[src/hw/rtl/asfw_pkg.sv]
package asfw_pkg;

    localparam int POS_BITS = 32;
    // offsets past a position can reach region_total + 40
    localparam int OFS_BITS = POS_BITS + 2;

    localparam logic [POS_BITS-1:0] POS_MAX = {POS_BITS{1'b1}};

    localparam logic [1:0] OUT_HDR_MISMATCH = 2'd0;
    localparam logic [1:0] OUT_BAD_SIZE     = 2'd1;
    localparam logic [1:0] OUT_UNKNOWN_GUID = 2'd2;
    localparam logic [1:0] OUT_REGION_END   = 2'd3;

    localparam logic [OFS_BITS-1:0] FIRST_SIZE_OFS = OFS_BITS'(16);
    localparam logic [OFS_BITS-1:0] GUID_LEN       = OFS_BITS'(16);
    localparam logic [OFS_BITS-1:0] SIZE_LEN       = OFS_BITS'(8);
    localparam logic [OFS_BITS-1:0] MIN_OBJ_SIZE   = OFS_BITS'(24);
    localparam logic [OFS_BITS-1:0] NEXT_GUID_GAP  = OFS_BITS'(40);

    typedef enum logic [1:0] {
        PH_IDLE,
        PH_HEADER,
        PH_SIZE,
        PH_GUID
    } phase_t;

    typedef struct packed {
        logic [7:0]  data_byte;
        logic        region_start;
        logic        region_end;
        logic [31:0] region_bytes;
    } in_item_t;

    typedef struct packed {
        logic [31:0] carve_length;
        logic [1:0]  outcome;
    } out_item_t;

    typedef struct packed {
        logic      emit;
        out_item_t item;
    } step_result_t;

    localparam logic [7:0] HDR_GUID [16] = '{
        8'h30, 8'h26, 8'hB2, 8'h75, 8'h8E, 8'h66, 8'hCF, 8'h11,
        8'hA6, 8'hD9, 8'h00, 8'hAA, 8'h00, 8'h62, 8'hCE, 8'h6C};

    localparam logic [7:0] KNOWN_GUID [4][16] = '{
        '{8'h36, 8'h26, 8'hB2, 8'h75, 8'h8E, 8'h66, 8'hCF, 8'h11,
          8'hA6, 8'hD9, 8'h00, 8'hAA, 8'h00, 8'h62, 8'hCE, 8'h6C},
        '{8'h90, 8'h08, 8'h00, 8'h33, 8'hB1, 8'hE5, 8'hCF, 8'h11,
          8'h89, 8'hF4, 8'h00, 8'hA0, 8'hC9, 8'h03, 8'h49, 8'hCB},
        '{8'hD3, 8'h29, 8'hE2, 8'hD6, 8'hDA, 8'h35, 8'hD1, 8'h11,
          8'h90, 8'h34, 8'h00, 8'hA0, 8'hC9, 8'h03, 8'h49, 8'hBE},
        '{8'hF8, 8'h03, 8'hB1, 8'hFE, 8'hAD, 8'h12, 8'h64, 8'h4C,
          8'h84, 8'h0F, 8'h2A, 8'h1D, 8'h2F, 8'h7A, 8'hD4, 8'h8C}};

endpackage

[src/hw/rtl/asfw_walker.sv]
module asfw_walker
(
    input  logic                  clk,
    input  logic                  rst_n,
    input  logic                  step,
    input  asfw_pkg::in_item_t    item,
    output asfw_pkg::step_result_t res
);

    logic [asfw_pkg::POS_BITS-1:0] rt_reg, rt_next;
    logic [asfw_pkg::POS_BITS-1:0] pos_reg, pos_next;
    logic [asfw_pkg::OFS_BITS-1:0] sfs_reg, sfs_next;
    logic [asfw_pkg::OFS_BITS-1:0] pss_reg, pss_next;
    logic [asfw_pkg::OFS_BITS-1:0] gs_reg, gs_next;
    logic [63:0]                   obj_reg, obj_next;
    logic [3:0]                    flags_reg, flags_next;
    asfw_pkg::phase_t              phase_reg, phase_next;
    logic                          dec_reg, dec_next;

    always_ff @(posedge clk or negedge rst_n)
    begin
        if (!rst_n)
        begin
            rt_reg    <= '0;
            pos_reg   <= '0;
            sfs_reg   <= asfw_pkg::FIRST_SIZE_OFS;
            pss_reg   <= '0;
            gs_reg    <= '0;
            obj_reg   <= '0;
            flags_reg <= '1;
            phase_reg <= asfw_pkg::PH_IDLE;
            dec_reg   <= 1'b0;
        end
        else if (step)
        begin
            rt_reg    <= rt_next;
            pos_reg   <= pos_next;
            sfs_reg   <= sfs_next;
            pss_reg   <= pss_next;
            gs_reg    <= gs_next;
            obj_reg   <= obj_next;
            flags_reg <= flags_next;
            phase_reg <= phase_next;
            dec_reg   <= dec_next;
        end
    end

    always_comb
    begin
        logic [asfw_pkg::OFS_BITS-1:0] pos_w;
        logic [asfw_pkg::OFS_BITS-1:0] rt_w;
        logic [asfw_pkg::OFS_BITS-1:0] rel;
        logic [asfw_pkg::OFS_BITS-1:0] limit;
        logic [63:0]                   obj_v;
        logic [3:0]                    flags_v;
        logic                          bad;

        rt_next    = rt_reg;
        pos_next   = pos_reg;
        sfs_next   = sfs_reg;
        pss_next   = pss_reg;
        gs_next    = gs_reg;
        obj_next   = obj_reg;
        flags_next = flags_reg;
        phase_next = phase_reg;
        dec_next   = dec_reg;
        res        = '0;
        rel        = '0;
        obj_v      = '0;
        flags_v    = '0;
        bad        = 1'b0;

        if (item.region_start)
        begin
            if (asfw_pkg::POS_BITS < 32 && item.region_bytes > 32'(asfw_pkg::POS_MAX))
                rt_next = asfw_pkg::POS_MAX;
            else
                rt_next = asfw_pkg::POS_BITS'(item.region_bytes);
            pos_next   = '0;
            sfs_next   = asfw_pkg::FIRST_SIZE_OFS;
            pss_next   = '0;
            gs_next    = '0;
            obj_next   = '0;
            flags_next = '1;
            phase_next = asfw_pkg::PH_HEADER;
            dec_next   = 1'b0;
        end

        pos_w = asfw_pkg::OFS_BITS'(pos_next);
        rt_w  = asfw_pkg::OFS_BITS'(rt_next);
        limit = rt_w - sfs_next + asfw_pkg::GUID_LEN;

        if (phase_next != asfw_pkg::PH_IDLE)
        begin
            if (!dec_next)
            begin
                unique case (phase_next)
                    asfw_pkg::PH_HEADER:
                    begin
                        if (pos_w < asfw_pkg::GUID_LEN)
                        begin
                            if (item.data_byte != asfw_pkg::HDR_GUID[pos_w[3:0]])
                            begin
                                res.emit = 1'b1;
                                res.item.carve_length = '0;
                                res.item.outcome = asfw_pkg::OUT_HDR_MISMATCH;
                                dec_next = 1'b1;
                            end
                            else if (pos_w[3:0] == 4'd15)
                            begin
                                phase_next = asfw_pkg::PH_SIZE;
                                obj_next = '0;
                                if (!(sfs_next + asfw_pkg::MIN_OBJ_SIZE < rt_w))
                                begin
                                    res.emit = 1'b1;
                                    res.item.carve_length = 32'(pss_next);
                                    res.item.outcome = asfw_pkg::OUT_REGION_END;
                                    dec_next = 1'b1;
                                end
                            end
                        end
                    end
                    asfw_pkg::PH_SIZE:
                    begin
                        rel = pos_w - sfs_next;
                        if (pos_w >= sfs_next && rel < asfw_pkg::SIZE_LEN)
                        begin
                            obj_v = obj_next | (64'(item.data_byte) << {rel[2:0], 3'b000});
                            obj_next = obj_v;
                            if (rel[2:0] == 3'd7)
                            begin
                                bad = (obj_v < 64'(asfw_pkg::MIN_OBJ_SIZE))
                                    || (|obj_v[63:asfw_pkg::OFS_BITS])
                                    || (obj_v[asfw_pkg::OFS_BITS-1:0] > limit);
                                if (bad)
                                begin
                                    res.emit = 1'b1;
                                    res.item.carve_length =
                                        32'(sfs_next + asfw_pkg::GUID_LEN);
                                    res.item.outcome = asfw_pkg::OUT_BAD_SIZE;
                                    dec_next = 1'b1;
                                end
                                else
                                begin
                                    pss_next = sfs_next;
                                    gs_next = sfs_next + obj_v[asfw_pkg::OFS_BITS-1:0]
                                        - asfw_pkg::GUID_LEN;
                                    flags_next = '1;
                                    phase_next = asfw_pkg::PH_GUID;
                                end
                            end
                        end
                    end
                    asfw_pkg::PH_GUID:
                    begin
                        rel = pos_w - gs_next;
                        if (pos_w >= gs_next && rel < asfw_pkg::GUID_LEN)
                        begin
                            flags_v = flags_next;
                            for (int i = 0; i < 4; i++)
                            begin
                                if (item.data_byte != asfw_pkg::KNOWN_GUID[i][rel[3:0]])
                                    flags_v[i] = 1'b0;
                            end
                            flags_next = flags_v;
                            if (flags_v == 4'd0)
                            begin
                                res.emit = 1'b1;
                                res.item.carve_length = 32'(pss_next);
                                res.item.outcome = asfw_pkg::OUT_UNKNOWN_GUID;
                                dec_next = 1'b1;
                            end
                            else if (rel[3:0] == 4'd15)
                            begin
                                sfs_next = gs_next + asfw_pkg::GUID_LEN;
                                phase_next = asfw_pkg::PH_SIZE;
                                obj_next = '0;
                                // next size field at gs+16 must leave 24 bytes
                                if (!(gs_next + asfw_pkg::NEXT_GUID_GAP < rt_w))
                                begin
                                    res.emit = 1'b1;
                                    res.item.carve_length = 32'(pss_next);
                                    res.item.outcome = asfw_pkg::OUT_REGION_END;
                                    dec_next = 1'b1;
                                end
                            end
                        end
                    end
                    default:
                    begin
                    end
                endcase
            end

            if (item.region_end)
            begin
                if (!dec_next)
                begin
                    res.emit = 1'b1;
                    if (phase_next == asfw_pkg::PH_HEADER)
                    begin
                        res.item.carve_length = '0;
                        res.item.outcome = asfw_pkg::OUT_HDR_MISMATCH;
                    end
                    else
                    begin
                        res.item.carve_length = 32'(pss_next);
                        res.item.outcome = asfw_pkg::OUT_REGION_END;
                    end
                    dec_next = 1'b1;
                end
                phase_next = asfw_pkg::PH_IDLE;
            end

            if (pos_next != asfw_pkg::POS_MAX)
                pos_next = pos_next + 1'b1;
        end
    end

endmodule

[src/hw/rtl/asf_object_chain_walker.sv]
// A result is registered: the byte that decides it passes the input register, then the
// walker logic into the result register.
// Throughput: one byte per cycle; a result held by result_stall stops the walker,
// and one more byte can wait in the input register before the input stalls.
// Reset (rst_n low, asynchronous) empties both registers and returns the walker to idle
// with no open region.
module asf_object_chain_walker
(
    input  logic                clk,
    input  logic                rst_n,
    input  logic                item_valid,
    output logic                item_stall,
    input  asfw_pkg::in_item_t  item,
    output logic                result_valid,
    input  logic                result_stall,
    output asfw_pkg::out_item_t result
);

    asfw_pkg::in_item_t     in_reg;
    logic                   in_valid_reg, in_valid_next;
    asfw_pkg::out_item_t    out_reg;
    logic                   out_valid_reg, out_valid_next;
    asfw_pkg::step_result_t step_res;
    logic                   step;
    logic                   accept;

    // the buffered byte moves on when the result register can take a result
    assign step       = in_valid_reg && (!out_valid_reg || !result_stall);
    assign item_stall = in_valid_reg && !step;
    assign accept     = item_valid && !item_stall;

    asfw_walker u_walker
    (
        .clk   (clk),
        .rst_n (rst_n),
        .step  (step),
        .item  (in_reg),
        .res   (step_res)
    );

    always_comb
    begin
        in_valid_next = in_valid_reg;
        if (accept)
            in_valid_next = 1'b1;
        else if (step)
            in_valid_next = 1'b0;

        out_valid_next = out_valid_reg;
        if (step)
            out_valid_next = step_res.emit;
        else if (out_valid_reg && !result_stall)
            out_valid_next = 1'b0;
    end

    always_ff @(posedge clk or negedge rst_n)
    begin
        if (!rst_n)
        begin
            in_valid_reg  <= 1'b0;
            out_valid_reg <= 1'b0;
        end
        else
        begin
            in_valid_reg  <= in_valid_next;
            out_valid_reg <= out_valid_next;
        end
    end

    always_ff @(posedge clk)
    begin
        if (accept)
            in_reg <= item;
        if (step && step_res.emit)
            out_reg <= step_res.item;
    end

    assign result_valid = out_valid_reg;
    assign result       = out_reg;

endmodule

[config.mk]
export PLATFORM = sky130hd
export DESIGN_NAME = asf_object_chain_walker
export DESIGN_NICKNAME = d
export VERILOG_FILES = /design/src/hw/rtl/asfw_pkg.sv /design/src/hw/rtl/asfw_walker.sv /design/src/hw/rtl/asf_object_chain_walker.sv
export SDC_FILE = /design/constraint.sdc
export NUM_CORES = 2
export LEC_CHECK = 0
export ABC_AREA = 1
export BUFFER_PORTS_ARGS = -buffer_cell sky130_fd_sc_hd__clkbuf_2
export CAP_MARGIN = 20
export CORE_ASPECT_RATIO = 1.75
export CORE_MARGIN = 1.5
export CORE_UTILIZATION = 40
export DETAILED_ROUTE_END_ITERATION = 16
export PLACE_DENSITY = 0.64
export REMOVE_ABC_BUFFERS = 1
export SLEW_MARGIN = 20
export SYNTH_ARGS = -nofsm -noshare
export SYNTH_HDL_FRONTEND = slang
export SYNTH_SLANG_ARGS = --single-unit
[constraint.sdc]
create_clock -name clk -period 11.2 [get_ports clk]
set_input_delay 2.24 -clock clk [delete_from_list [all_inputs] [get_ports clk]]
set_output_delay 2.24 -clock clk [all_outputs]
set_load 0.05 [all_outputs]
# Word level (Yosys, flattened, before mapping)
# Memory sizes are Yosys's and may differ from the RTL's.
# Index checks and enable logic that the tools add are counted.
# op_classes
bitwise_logic	3
eq_ne	13
reduce_logical	19
n_addsub	11
magnitude_cmp	11
shifts	1
n_mux	127
# ops
op	count
34-bit 2-to-1 mux	22
64-bit 2-to-1 mux	10
35-bit 2-to-1 mux	15
64-bit one-hot mux with 3 select lines	1
32-bit 2-to-1 mux	4
35-bit one-hot mux with 3 select lines	1
34-bit by 5-bit adder with 34-bit output, second input constant	3
32-bit by 34-bit subtractor with 34-bit output	3
8-bit 2-to-1 mux	10
32-bit by 34-bit greater-or-equal comparator with 1-bit output	2
34-bit by 32-bit < comparator with 1-bit output	2
64-bit by 5-bit < comparator with 1-bit output, second input constant	1
64-bit bitwise OR	1
8-bit by 6-bit << shifter with 64-bit output	1
1-bit 2-to-1 mux	40
8-bit != test	5
34-bit adder	1
34-bit by 6-bit adder with 34-bit output, second input constant	1
34-bit greater-than comparator	1
34-bit by 4-bit < comparator with 1-bit output, second input constant	1
34-bit by 5-bit < comparator with 1-bit output, second input constant	1
34-bit by 5-bit subtractor with 34-bit output, second input constant	1
32-bit by 1-bit adder with 32-bit output, second input constant	1
32-bit by 5-bit adder with 32-bit output, second input constant	1
19 further kinds	56
# totals
input_bits	46
regBits	315
elab_cells	207
mem_count	5
output_inout_bits	36
mem_bits_ro	640
# mem_list
memory	depth	word_bits	read_ports	rd_ports_with_merged_regs	wr	line	rtl
(no name shown)	16	8	1	0	0	asfw_walker.sv:102	if (item.data_byte != asfw_pkg::HDR_GUID[pos_w[3:0]])
(no name shown)	16	8	1	0	0	asfw_walker.sv:162	if (item.data_byte != asfw_pkg::KNOWN_GUID[i][rel[3:0]])
(no name shown)	16	8	1	0	0	asfw_walker.sv:162	
(no name shown)	16	8	1	0	0	asfw_walker.sv:162	
(no name shown)	16	8	1	0	0	asfw_walker.sv:162	

# Depth between registers and ports, before layout
# depth
word_depth	24
mapped_depth	42
ltp_nobuf	37

# Hierarchy
# A second synthesis with hierarchy kept.
# unflattened
hier_cells	5237
hier_area_um2	33564.7
# modules_own_cells
module	n_inst	area_per_inst_um2	seq_area_each_um2	cells_each
asfw_walker	1	31174.9	5886.9	5146
asf_object_chain_walker	1	2389.8	2332.2	91

# Least setup slack after synthesis
# No wires, ideal clock.
# synth_timing
path_type	reg2reg
from	reg in_reg[33] in the netlist's numbering
to	reg out_reg (netlist bit result[0]), enable pin
synth_period_minus_slack_ps	7538
setup_time_ps	389
t_arrival_ps	7150
n_path_buf	8
required_ps	10811
path_stages_with_launch	40
path_slack_ps	3662
cell_sequence	edfxtp_1 buf_4 buf_6 buf_4 buf_2 clkbuf_1 buf_1 clkbuf_1 mux2i_1 ha_1 inv_1 ha_1 a21oi_1 nand2_1 a31oi_1 o21bai_1 a21oi_1 o21ai_0 [4 not listed] a21oi_1 xor2_1 ha_1 nand2_1 inv_1 nand3_1 nor4_1 o2111ai_1 nand3_1 nand2_1 nand2_1 nand2_1 inv_1 nand2_2 clkbuf_1 nand3_1 nand2_1 inv_1
# synth_via
elab_chain_len	22
elab_cells_between_ends	111
classes_between	add/sub: 6; order compare: 9; eq/ne: 11; shift: 1; mux: 68; bitwise: 3; reduce/logical: 8; memory: 5
# synth_rtl
element	line	rtl
start: declaration	asf_object_chain_walker.sv:19	asfw_pkg::in_item_t in_reg;
start signal: assignment	asf_object_chain_walker.sv:73	in_reg <= item;
branches (longest 20 deep; another with 32-bit by 34-bit subtractor with 34-bit output)	n/a	
35-bit 2-to-1 mux *	asfw_walker.sv:93	if (phase_next != asfw_pkg::PH_IDLE)
1-bit logical AND *	asf_object_chain_walker.sv:74	if (step && step_res.emit)
end signal: assignment	asf_object_chain_walker.sv:75	out_reg <= step_res.item;
end: declaration	asf_object_chain_walker.sv:21	asfw_pkg::out_item_t out_reg;
# Mark *: on every way between the ends. The select of a mux whose other input is x is not followed.
# A chain may end at the register's enable or synchronous reset.

# Worst setup path after layout
# layout_timing
from	reg in_reg[33] in the netlist's numbering
to	reg out_reg (netlist bit result[8]), enable pin
# Same word-level chain as after synthesis.

==> out/results.ini <==
[routing]
first_pass_iters = 7
vias_per_cell = 5.78
drcViolationCount = 0
drt_wl_total_um = 160000
antenna_left = 0
detail_route.wl_per_cell_um = 24.4
vias = 37915
drtIter0Drc = 3901

[cts]
root_buffer = clkbuf_16
cts_resized = 0
clock_latency_ns = 0.61
cts_buffer_depth = 3
cts_num_sinks = 313
cts_buffers = 38
holdBufCountCts = 0
htree_levels = 2
post_cts_buffers = 0
clkTransAtPathRegs_ns = 0.07
cts_tree = built

[global_route]
grt_pass1_vias = 35873
grt_max_degree = 81
grt_pass1_wl_um = 231000
overflow = 0
antenna_found_initial = 5
grtUsageTotal = 0.360

[flow_run]
drv_cap = 0

[floorplan]
ios = 82
core_sq_um = 84300
start_util = 0.404
die_area_sq_um = 87000
fp.dieW_um = 224
num_rows = 141
die_height_um = 389

[synth]
synth_area_sq_um = 34100
syn_area_per_cell_sq_um = 6.31
netlist_instances = 5399
synth-edff-count = 76
ys_ff_latch = 313
async_flop_share = 0.757
ys_seq_area_frac = 0.241
synth_ff_type = dfrtp_1
yosys_warnings = 0
ys_types = 67

[finish]
final_cell_mix = 1542 x nand2_1, 733 x inv_1, 484 x nor2_1, 439 x o21ai_0, 372 x a21oi_1
seq_area_sq_um = 8220
final_area_sq_um = 37300
areaGrowthSynthToFinish_pct = 9.38
nets = 5804
largest_register_ffs = 64
fillers = 9016
final_common_cell = nand2_1
multi_input_area_sq_um = 22300
drive_above_1_share = 0.0662

[placed_design]
hpwl_um = 125000
port_buffers = 81
placed_cell_area_sq_um = 35900
gp_congestion = 1.06

[timing]
post-route-min-period_ns = 8.98
slew_headroom = 0.193
rsz0062_at_grt = false
fin_setup_tns_ns = 0
fmax_mhz = 111
setup_viol = 0
slew_viol_final = 0
hold_violations = 0
worst_slew_pin_slew_ns = 1.20
finalCritPeriodShare = 0.802
skew_ns = 0.0261

[power]
powerDensity_nw_per_um2 = 227
peakVddDrop_uv = 110
power.leakage_nw = 19.0

[worst_setup_path]
max_stage_delay_ns = 0.72
worstPathRequired_ns = 11.50
worst_path_most_repeated_cell = nand2_1
path_max_fanout = 38
start_kind = flop
critPathCaptureType = flop
worst-setup-path-type = flop to flop
crit_buf_inv = 6
cp-startpoint = in_reg[33]
path_delay_family = compound AO/OA/AOI/OAI gates
crit-reg2reg-launch = in_reg[33]
critPathSlowestCell = inv_1
critical_path_arrival_ns = 9.28

[outcome]
outcome = finished clean

[worst_hold_path]
worstHoldStart = u_walker.flags_reg[3]
hold_path_class = flop to flop

==> report_power, final <==
part | switching (mW) | total, mW | internal, mW
sequential | 0.166 | 1.60 | 1.44
clock | 0.606 | 1.41 | 0.800
combinational | 3.80 | 5.44 | 1.64
total | 4.57 | 8.45 | 3.88
==> cells by family after synthesis <==
| logic type | after synthesis | share of synthesized area |
|---|---|---|
| buf+inv | 919 | 0.105 |
| xor+xnor | 202 | 0.0519 |
| flops | 313 | 0.241 |
| fa+ha+maj | 304 | 0.112 |
| mux | 5 | 0.00147 |
| simple gates | 2610 | 0.321 |
| compound gates | 1046 | 0.167 |
==> layout make-up <==
cell class | instances | share of cell area
timing repair buffer | 185 | 0.0324
clock inverter | 23 | 0.00852
antenna | 3 | 0.000201
clock buffer | 46 | 0.0274
tap | 1072 | 0.0360
inverter | 749 | 0.0756
multi-input combinational | 4167 | 0.599
sequential | 313 | 0.220
==> cell usage after synthesis, types with 11 or more instances <==
master    number  area [sq um]
nand3b_1      20           150
edfxtp_1      76          2280
or2_2         30           188
dfrtp_1      232          5810
xor2_1       157          1380
nand2_1     1543          5790
xnor2_1       45           394
inv_1        736          2760
o21ai_0      444          2220
a21boi_0      15           113
buf_4         13          97.6
nor3_1        92           460
nand4_1       85           532
o211ai_1      28           210
o21ai_1       30           150
a31oi_1       57           357
nor2_1       488          1830
o21a_1        11          82.6
a21oi_1      372          1860
o22ai_1       16           100
nor2_2        18           113
nor4_1        27           169
clkbuf_1     109           409
buf_2         35           175
ha_1         300          3750
nand3_1      265          1330
o21bai_1      24           180
==> final timing paths <==
path / end / slack (ns) / cells after the start
setup / recovery: result[8] / 2.22 / 33
hold / removal: u_walker.flags_reg[3] / 0.47 / 2
setup reg to reg: result[8] / 2.22 / 33
hold reg to reg: u_walker.flags_reg[3] / 0.47 / 2
max in group asynchronous: u_walker.obj_reg[36] / 7.38 / 3
min in group asynchronous: u_walker.rt_reg[16] / 1.59 / 1
==> tightest hold or removal path, stage by stage (launching register included) <==
cell	delay, ns
dfstp_2	0.37
nand2_1	0.05
nand2_1	0.05
==> routing by layer <==
layer / wire length [um] / track usage / part of all wire / up-vias
li1: - / - / - / 17764
met1: 55100 / 0.379 / 0.34 / 17637
met2: 74000 / 0.594 / 0.46 / 1886
met3: 11700 / 0.0621 / 0.073 / 626
met4: 19100 / 0.363 / 0.12 / 2
met5: 11 / 0 / 0.000069 / -
==> per-stage QoR <==
step / power (mW) / util / setup WS (ns) / std cells / hold slack, ns
2_1_floorplan: 5.17 / - / 0.292 / 5229 / 0.448
3_3_place_gp: 6.87 / 0.426 / 2.67 / 6485 / 0.458
3_5_place_dp: 6.88 / 0.426 / 2.55 / 6485 / 0.458
4_1_cts: 8.32 / 0.442 / 2.51 / 6554 / 0.470
5_1_grt: 9.04 / 0.442 / 1.86 / 6555 / 0.487
6_report: 8.45 / 0.442 / 2.22 / 6558 / 0.469
No activity file was read; power rests on OpenSTA's default activity.
